`src/lpnsc_pkg.sv`:
```
package lpnsc_pkg;

  localparam int unsigned DATA_W       = 8;
  localparam int unsigned FLEN_IN_W    = 24;
  localparam int unsigned PREFIX_W     = 3;
  localparam int unsigned LEN_W        = 32;

  localparam logic [PREFIX_W-1:0] PREFIX_MIN   = 3'd1;
  localparam logic [PREFIX_W-1:0] PREFIX_MAX   = 3'd4;
  localparam logic [PREFIX_W-1:0] PREFIX_RESET = 3'd4;

  // start code is 00 00 00 01
  localparam logic [DATA_W-1:0] SC_ZERO_BYTE = 8'h00;
  localparam logic [DATA_W-1:0] SC_LAST_BYTE = 8'h01;
  localparam logic [1:0]        SC_LAST_IDX  = 2'd3;

  // what the parser hands to the result stage for one request
  typedef struct packed {
    logic              valid;
    logic              start;
    logic [DATA_W-1:0] data;
  } emit_t;

endpackage

```
`src/lpnsc_if.sv`:
```
interface lpnsc_in_if;
  import lpnsc_pkg::*;
  logic                 valid;
  logic                 ready;
  logic [DATA_W-1:0]    data_byte;
  logic [FLEN_IN_W-1:0] frame_length;
  logic                 frame_last;

  modport source (output valid, data_byte, frame_length, frame_last, input ready);
  modport sink   (input valid, data_byte, frame_length, frame_last, output ready);
endinterface

interface lpnsc_out_if;
  import lpnsc_pkg::*;
  logic              valid;
  logic              ready;
  logic [DATA_W-1:0] out_byte;
  logic              run_last;

  modport source (output valid, out_byte, run_last, input ready);
  modport sink   (input valid, out_byte, run_last, output ready);
endinterface

interface lpnsc_cfg_if;
  import lpnsc_pkg::*;
  logic                valid;
  logic                ready;
  logic [PREFIX_W-1:0] data;

  modport source (output valid, data, input ready);
  modport sink   (input valid, data, output ready);
endinterface

```
`src/length_prefixed_nal_to_start_code_core.sv`:
```
// Length-prefixed NAL to start-code converter.
// in_ch: one frame byte per request, with the frame length and a last-of-frame
//   flag. cfg_ch: prefix length in bytes (1..4), always ready; write it only
//   while no request is in flight.
// out_ch: output stream bytes. A completed length prefix yields the four bytes
//   00 00 00 01 (run_last on the 01); each payload byte yields one result with
//   run_last set. Header bytes, and everything after a zero or oversized
//   length, yield nothing.
// An accepted request passes the input register, then its result the result register.
// Throughput: one input request per cycle while out_ch is ready. The result
//   register is the only shared resource: a start-code run holds it until its
//   01 byte is taken, so input is held off after each completed prefix.
// An input register and the result register part the two channels, so a new
//   request is taken while a result still waits on a stalled receiver; with
//   out_ch stalled, input fills after one request and ready drops.
// Reset (rst_n low, synchronous): both registers empty, parser back to the
//   header phase at frame offset zero, prefix length back to 4.
module length_prefixed_nal_to_start_code_core
  import lpnsc_pkg::*;
#(
  parameter int unsigned FRAME_LENGTH_BITS = 24
) (
  input  logic        clk,
  input  logic        rst_n,
  lpnsc_in_if.sink    in_ch,
  lpnsc_cfg_if.sink   cfg_ch,
  lpnsc_out_if.source out_ch
);

  logic                 in_valid_r;
  logic [DATA_W-1:0]    in_data_r;
  logic [FLEN_IN_W-1:0] in_flen_r;
  logic                 in_last_r;
  logic [PREFIX_W-1:0]  prefix_r;

  logic              run_valid_r;
  logic              run_start_r;
  logic [1:0]        run_idx_r;
  logic [DATA_W-1:0] run_byte_r;

  logic  run_end;
  logic  run_free;
  logic  take;
  emit_t emit;

  assign run_end  = !run_start_r || (run_idx_r == SC_LAST_IDX);
  assign run_free = !run_valid_r || (out_ch.ready && run_end);
  assign take     = in_valid_r && run_free;

  assign in_ch.ready  = !in_valid_r || take;
  assign cfg_ch.ready = 1'b1;

  always_ff @(posedge clk) begin
    if (!rst_n) begin
      prefix_r <= PREFIX_RESET;
    end else if (cfg_ch.valid) begin
      prefix_r <= cfg_ch.data;
    end
  end

  always_ff @(posedge clk) begin
    if (!rst_n) begin
      in_valid_r <= 1'b0;
    end else if (in_ch.ready) begin
      in_valid_r <= in_ch.valid;
    end
    if (in_ch.ready && in_ch.valid) begin
      in_data_r <= in_ch.data_byte;
      in_flen_r <= in_ch.frame_length;
      in_last_r <= in_ch.frame_last;
    end
  end

  lpnsc_parse #(
    .FRAME_LENGTH_BITS(FRAME_LENGTH_BITS)
  ) u_parse (
    .clk         (clk),
    .rst_n       (rst_n),
    .step        (take),
    .data        (in_data_r),
    .flen        (in_flen_r),
    .last        (in_last_r),
    .prefix_bytes(prefix_r),
    .emit        (emit)
  );

  always_ff @(posedge clk) begin
    if (!rst_n) begin
      run_valid_r <= 1'b0;
      run_idx_r   <= '0;
    end else if (take) begin
      run_valid_r <= emit.valid;
      run_idx_r   <= '0;
    end else if (run_valid_r && out_ch.ready) begin
      if (run_end) begin
        run_valid_r <= 1'b0;
      end else begin
        run_idx_r <= run_idx_r + 2'd1;
      end
    end
    if (take) begin
      run_start_r <= emit.start;
      run_byte_r  <= emit.data;
    end
  end

  assign out_ch.valid    = run_valid_r;
  assign out_ch.run_last = run_end;
  assign out_ch.out_byte = !run_start_r ? run_byte_r
                         : (run_idx_r == SC_LAST_IDX) ? SC_LAST_BYTE : SC_ZERO_BYTE;

endmodule

```
`src/lpnsc_parse.sv`:
```
module lpnsc_parse
  import lpnsc_pkg::*;
#(
  parameter int unsigned FRAME_LENGTH_BITS = 24
) (
  input  logic                 clk,
  input  logic                 rst_n,
  input  logic                 step,
  input  logic [DATA_W-1:0]    data,
  input  logic [FLEN_IN_W-1:0] flen,
  input  logic                 last,
  input  logic [PREFIX_W-1:0]  prefix_bytes,
  output emit_t                emit
);

  localparam int unsigned PW = FRAME_LENGTH_BITS;
  localparam int unsigned CW = LEN_W + 2;

  typedef enum logic [1:0] {
    PH_HEADER  = 2'd0,
    PH_PAYLOAD = 2'd1,
    PH_STOPPED = 2'd2
  } phase_t;

  phase_t              phase_r, phase_nxt;
  logic [PW-1:0]       pos_r, pos_nxt;
  logic [PREFIX_W-1:0] cnt_r, cnt_nxt;
  logic [LEN_W-1:0]    acc_r, acc_nxt;
  logic [LEN_W-1:0]    rem_r, rem_nxt;

  logic [PREFIX_W-1:0] plen;
  logic [LEN_W-1:0]    flen32;
  logic [PW-1:0]       flen_m;
  logic [CW-1:0]       pos_w, flen_w;
  logic [LEN_W-1:0]    acc_new;
  logic [PREFIX_W-1:0] cnt_new;

  // out-of-range register values clamp to 1..4
  always_comb begin
    if (prefix_bytes == '0) begin
      plen = PREFIX_MIN;
    end else if (prefix_bytes > PREFIX_MAX) begin
      plen = PREFIX_MAX;
    end else begin
      plen = prefix_bytes;
    end
  end

  assign flen32  = LEN_W'(flen);
  assign flen_m  = flen32[PW-1:0];
  assign pos_w   = CW'(pos_r);
  assign flen_w  = CW'(flen_m);
  assign acc_new = {acc_r[LEN_W-DATA_W-1:0], data};
  assign cnt_new = cnt_r + PREFIX_W'(1);

  always_comb begin
    phase_nxt  = phase_r;
    pos_nxt    = pos_r;
    cnt_nxt    = cnt_r;
    acc_nxt    = acc_r;
    rem_nxt    = rem_r;
    emit       = '0;

    case (phase_r)
      PH_HEADER: begin
        if (cnt_r == '0 && (pos_w + CW'(plen)) > flen_w) begin
          phase_nxt = PH_STOPPED;
        end else if (cnt_new >= plen) begin
          cnt_nxt = '0;
          acc_nxt = '0;
          if (acc_new == '0 || (pos_w + CW'(1) + CW'(acc_new)) > flen_w) begin
            phase_nxt = PH_STOPPED;
          end else begin
            emit.valid = 1'b1;
            emit.start = 1'b1;
            rem_nxt    = acc_new;
            phase_nxt  = PH_PAYLOAD;
          end
        end else begin
          cnt_nxt = cnt_new;
          acc_nxt = acc_new;
        end
      end
      PH_PAYLOAD: begin
        emit.valid = 1'b1;
        emit.data  = data;
        rem_nxt    = rem_r - LEN_W'(1);
        if (rem_nxt == '0) begin
          phase_nxt = PH_HEADER;
        end
      end
      default: begin
      end
    endcase

    if (pos_r != '1) begin
      pos_nxt = pos_r + PW'(1);
    end

    if (last) begin
      phase_nxt = PH_HEADER;
      pos_nxt   = '0;
      cnt_nxt   = '0;
      acc_nxt   = '0;
      rem_nxt   = '0;
    end
  end

  always_ff @(posedge clk) begin
    if (!rst_n) begin
      phase_r <= PH_HEADER;
      pos_r   <= '0;
      cnt_r   <= '0;
      acc_r   <= '0;
      rem_r   <= '0;
    end else if (step) begin
      phase_r <= phase_nxt;
      pos_r   <= pos_nxt;
      cnt_r   <= cnt_nxt;
      acc_r   <= acc_nxt;
      rem_r   <= rem_nxt;
    end
  end

endmodule

```
`src/flat_wrapper.sv`:
```
// flat-port wrapper written by rule: the top's interface ports become plain ports
module length_prefixed_nal_to_start_code_core_flat import lpnsc_pkg::*;
#(
  parameter int unsigned FRAME_LENGTH_BITS = 24
)
  (clk, rst_n, in_ch_valid, in_ch_data_byte, in_ch_frame_length, in_ch_frame_last, in_ch_ready, cfg_ch_valid, cfg_ch_data, cfg_ch_ready, out_ch_valid, out_ch_out_byte, out_ch_run_last, out_ch_ready);
  lpnsc_in_if in_ch_i ();
  lpnsc_cfg_if cfg_ch_i ();
  lpnsc_out_if out_ch_i ();
  input  logic clk;
  input  logic rst_n;
  input wire logic [$bits(in_ch_i.valid)-1:0] in_ch_valid;
  input wire logic [$bits(in_ch_i.data_byte)-1:0] in_ch_data_byte;
  input wire logic [$bits(in_ch_i.frame_length)-1:0] in_ch_frame_length;
  input wire logic [$bits(in_ch_i.frame_last)-1:0] in_ch_frame_last;
  output wire logic [$bits(in_ch_i.ready)-1:0] in_ch_ready;
  input wire logic [$bits(cfg_ch_i.valid)-1:0] cfg_ch_valid;
  input wire logic [$bits(cfg_ch_i.data)-1:0] cfg_ch_data;
  output wire logic [$bits(cfg_ch_i.ready)-1:0] cfg_ch_ready;
  output wire logic [$bits(out_ch_i.valid)-1:0] out_ch_valid;
  output wire logic [$bits(out_ch_i.out_byte)-1:0] out_ch_out_byte;
  output wire logic [$bits(out_ch_i.run_last)-1:0] out_ch_run_last;
  input wire logic [$bits(out_ch_i.ready)-1:0] out_ch_ready;
  assign in_ch_i.valid = in_ch_valid;
  assign in_ch_i.data_byte = in_ch_data_byte;
  assign in_ch_i.frame_length = in_ch_frame_length;
  assign in_ch_i.frame_last = in_ch_frame_last;
  assign in_ch_ready = in_ch_i.ready;
  assign cfg_ch_i.valid = cfg_ch_valid;
  assign cfg_ch_i.data = cfg_ch_data;
  assign cfg_ch_ready = cfg_ch_i.ready;
  assign out_ch_valid = out_ch_i.valid;
  assign out_ch_out_byte = out_ch_i.out_byte;
  assign out_ch_run_last = out_ch_i.run_last;
  assign out_ch_i.ready = out_ch_ready;
  length_prefixed_nal_to_start_code_core #(.FRAME_LENGTH_BITS(FRAME_LENGTH_BITS)) u_core (.clk(clk), .rst_n(rst_n), .in_ch(in_ch_i), .cfg_ch(cfg_ch_i), .out_ch(out_ch_i));
endmodule
```
`config.mk`:
```
export PLATFORM = sky130hd
export DESIGN_NAME = length_prefixed_nal_to_start_code_core_flat
export DESIGN_NICKNAME = d
export VERILOG_FILES = /design/src/lpnsc_pkg.sv /design/src/lpnsc_if.sv /design/src/length_prefixed_nal_to_start_code_core.sv /design/src/lpnsc_parse.sv /design/src/flat_wrapper.sv
export SDC_FILE = /design/constraint.sdc
export NUM_CORES = 1
export LEC_CHECK = 0
export ABC_AREA = 0
export CELL_PAD_IN_SITES_DETAIL_PLACEMENT = 0
export CELL_PAD_IN_SITES_GLOBAL_PLACEMENT = 1
export CORE_ASPECT_RATIO = 2
export CORE_UTILIZATION = 30
export CTS_CLUSTER_SIZE = 24
export DETAILED_ROUTE_END_ITERATION = 8
export DONT_BUFFER_PORTS = 1
export PLACE_DENSITY = 0.63
export SLEW_MARGIN = 20
export SYNTH_ARGS = -nofsm -noshare
export SYNTH_HDL_FRONTEND = slang
export SYNTH_HIERARCHICAL = 1
export SYNTH_SLANG_ARGS = --single-unit
```
`constraint.sdc`:
```
create_clock -name clk -period 11.7 [get_ports clk]
set_input_delay 2.34 -clock clk [delete_from_list [all_inputs] [get_ports clk]]
set_output_delay 2.34 -clock clk [all_outputs]
set_load 0.05 [all_outputs]
```
==> flow_metrics.tcl <==
set metrics [dict create \
    start_kind "flop" \
    nets 1286 \
    r2r-start "u_core/in_data_r[0]$_DFFE_PP_" \
    p_sw_frac 0.282 \
    synth_area_um2 9900 \
    ctsResizeCount 0 \
    holdPathStages 2 \
    cts-root-buf "clkbuf_16" \
    relSlewSlack 0.144 \
    final_area_um2 10900 \
    synth_seq_cells 134 \
    clk_path_buf_depth 2 \
    cts_hold_buf 0 \
    p_sw_mw 0.358 \
    gr-usage-all-layers 0.212 \
    use_met1 0.186 \
    clockPowerShare 0.479 \
    synth_edf_count 42 \
    syn_area_per_cell_um2 8.20 \
    ff2ff_setup_slack_ns 5.02 \
    final_cell_mix "nand2_1, nor2_1, dfxtp_1" \
    reg2reg_depth 25 \
    dpl.cell_count 1567 \
    chipHeight_um 259 \
    hold_viol 0 \
    routed_wl_mm 34.0 \
    ys_seq_area_frac 0.313 \
    antenna_left 0 \
    use_met3 0.0284 \
    die_w_um 130 \
    rsz0062_at_grt "false" \
    antenna_found_initial 0 \
    power.leakage_nw 4.33 \
    ys_top_cells_by_area "dfxtp_1, edfxtp_1, ha_1" \
    met2_usage 0.412 \
    finalMaxSlewViolations 0 \
    p_comb_frac 0.121 \
    dpl.hpwl_mm 27.2 \
    final_common_cell "nand2_1" \
    htreeDepth 4 \
    initial_core_util 0.306 \
    crit_type "flop to flop" \
    ys.flop_type "dfxtp_1" \
    maxCapViolations 0 \
    crit_required_ns 12.08 \
    synth_top_area_share 0.186 \
    port_buffers 0 \
    p_total_mw 1.27 \
    hold_end "u_core/u_parse/rem_r[14]$_SDFFE_PN0P_" \
    cts_made_buffers 17 \
    cp_max_fo 6 \
    rows 93 \
    cellPowerDensity_nw_per_um2 117 \
    yosysWarnings 6 \
    worst_pin_slew_ns 1.27 \
    synthCells 1207 \
    path_clk_slew_ns 0.07 \
    timing.final.crit_share 0.571 \
    grt_max_degree 62 \
    end_kind "flop" \
    vias 8846 \
    via_per_inst 5.53 \
    finalSetupViolCount 0 \
    drt_iter0_markers 432 \
    fill_cells 3521 \
    ir_worst_vdd_mv 0.0881 \
    routedWlPerCell_um 21.3 \
    syn_to_final_growth_pct 9.68 \
    drc 0 \
    busiest_layer "met2" \
    drive_gt1_frac 0.0512 \
    place_congestion 0.929 \
    cts_tree "done" \
    worstSkewPairLatency_ns 0.45 \
    fmax_mhz 150 \
    overflow 0 \
    finalCriticalPeriod_ns 6.68 \
    pwr-share-seq 0.400 \
    hp-start "u_core/u_parse/rem_r[14]$_SDFFE_PN0P_" \
    post-route-util 0.336 \
    place_area_um2 10200 \
    drtPass1Iterations 5 \
    worstPathArrival_ns 7.06 \
    first_global_vias 9010 \
    finalSetupTns_ns 0 \
    die_area_um2 33800 \
    synth_fp_nets 1334 \
    outcome "finished clean" \
    grt_first_pass_wirelength_mm 52.5 \
    yosysUniqueCellTypes 76 \
    coreArea_um2 32300 \
    yosysTopAreaCell "dfxtp_1" \
    p_int_mw 0.910 \
    fin_cells 1599 \
    regToRegEndpoint "u_core/u_parse/rem_r[9]$_SDFFE_PN0P_" \
    synthArstFlopShare 0 \
    cts_sinks 134 \
    skew_ns 0.00939 \
    io-pin-count 53 \
    hold_path.class "flop to flop" \
    antennaDiodeCount 0 \
    post-cts-setup-buffer-count 0 \
]
==> cells by family (layout without fill, tap and decap cells) <==
group,count (synthesis),after routing,synth area share
buffers and inverters,130,95,0.0529
adder cells (fa/ha/maj),86,86,0.110
AND/OR/NAND/NOR,468,468,0.235
other,1,1,0.000379
AO/OA/AOI/OAI,265,265,0.175
XOR/XNOR,86,86,0.0761
multiplexers,37,37,0.0375
flip-flops,134,134,0.313
==> synthesized netlist by cell type (all sizes together) (3+ instances only) <==
| library cell | count |
|---|---|
| a2111oi | 3 |
| a211o | 4 |
| a211oi | 13 |
| a21o | 16 |
| a21oi | 82 |
| a22o | 4 |
| a31o | 6 |
| a31oi | 6 |
| a41oi | 3 |
| and2 | 14 |
| and2b | 5 |
| and3 | 5 |
| buf | 14 |
| clkbuf | 62 |
| dfxtp | 92 |
| edfxtp | 42 |
| ha | 84 |
| inv | 54 |
| mux2i | 36 |
| nand2 | 137 |
| nand2b | 11 |
| nand3 | 55 |
| nand4 | 32 |
| nand4b | 3 |
| nor2 | 93 |
| nor2b | 11 |
| nor3 | 37 |
| nor3b | 6 |
| nor4 | 23 |
| nor4b | 6 |
| o211ai | 34 |
| o21a | 13 |
| o21ai | 44 |
| o21bai | 4 |
| o22ai | 4 |
| o31ai | 5 |
| o32ai | 4 |
| or2 | 4 |
| or3 | 13 |
| or4 | 5 |
| xnor2 | 53 |
| xor2 | 33 |
==> metrics by stage <==
stage	hold WS, ns	setup WS [ns]
floorplan	0.449	6.36
global placement	0.477	5.06
detailed placement	0.489	5.03
CTS	0.497	5.02
global route	0.511	4.57
finish	0.498	5.02
==> flip-flops by register name, summed over array words and instances, names as in the netlist <==
name	count
u_core/prefix_r	3
u_core/u_parse/acc_r	24
u_core/in_data_r	8
u_core/run_start_r	1
u_core/in_last_r	1
u_core/in_valid_r	1
u_core/u_parse/pos_r	24
u_core/out_ch.valid	1
u_core/run_byte_r	8
u_core/u_parse/rem_r	32
u_core/u_parse/phase_r	2
u_core/u_parse/cnt_r	3
u_core/in_flen_r	24
u_core/run_idx_r	2
==> per-layer routing <==
layer	vias up	share of wire
li1	4298	-
met1	4216	0.33
met2	221	0.56
met3	111	0.025
met4	0	0.087
met5	-	0
==> final cells by class <==
type | instances | area (um2) | area share
Clock buffer | 18 | 429 | 0.0395
Sequential cell | 134 | 3100 | 0.286
Multi-Input combinational cell | 943 | 6310 | 0.581
Clock inverter | 14 | 213 | 0.0196
Inverter | 54 | 203 | 0.0187
Tap cell | 427 | 534 | 0.0492
Timing Repair Buffer | 9 | 67.6 | 0.00622
==> how the worst max path moves through the flow <==
stage	from	slack, ns	depth (start not counted)	to
2_1_floorplan	out_ch_ready	6.36	2	u_core/in_data_r[0]$_DFFE_PP_
3_3_place_gp	u_core/in_data_r[0]$_DFFE_PP_	5.06	25	u_core/u_parse/rem_r[9]$_SDFFE_PN0P_
3_5_place_dp	u_core/in_data_r[0]$_DFFE_PP_	5.03	25	u_core/u_parse/rem_r[9]$_SDFFE_PN0P_
4_1_cts	u_core/in_data_r[0]$_DFFE_PP_	5.02	25	u_core/u_parse/rem_r[9]$_SDFFE_PN0P_
5_1_grt	u_core/in_data_r[0]$_DFFE_PP_	4.57	25	u_core/u_parse/rem_r[9]$_SDFFE_PN0P_
6_report	u_core/in_data_r[0]$_DFFE_PP_	5.02	25	u_core/u_parse/rem_r[9]$_SDFFE_PN0P_
==> worst max-delay path, cell delays in order (launching register included) <==
cell      delay, ns
edfxtp_1       0.53
inv_1          0.16
ha_1           0.18
inv_1          0.05
fa_1           0.42
a211o_1        0.33
a211oi_1       0.54
nor3_1         0.19
o21bai_1       0.23
a21oi_1        0.12
o21a_1         0.22
o21ai_0        0.16
nand2b_1       0.08
a21oi_1        0.18
xnor2_1        0.10
ha_1           0.30
nand3_1        0.09
nor2_1         0.38
nand3_1        0.29
a211oi_1       0.31
o311ai_1       0.19
nor3_1         0.23
nand3_1        0.15
nor3_1         0.54
o211ai_1       0.34
o22ai_1        0.25
==> power groups by stage <==
stage,Combinational (mW),Sequential (mW),Clock (mW)
after floorplan,0.122,0.509,0
after global placement,0.153,0.518,0
after detailed placement,0.153,0.518,0
after CTS,0.154,0.508,0.621
after global routing,0.170,0.509,0.635
final,0.153,0.507,0.608
No activity file was read; power rests on OpenSTA's default activity.
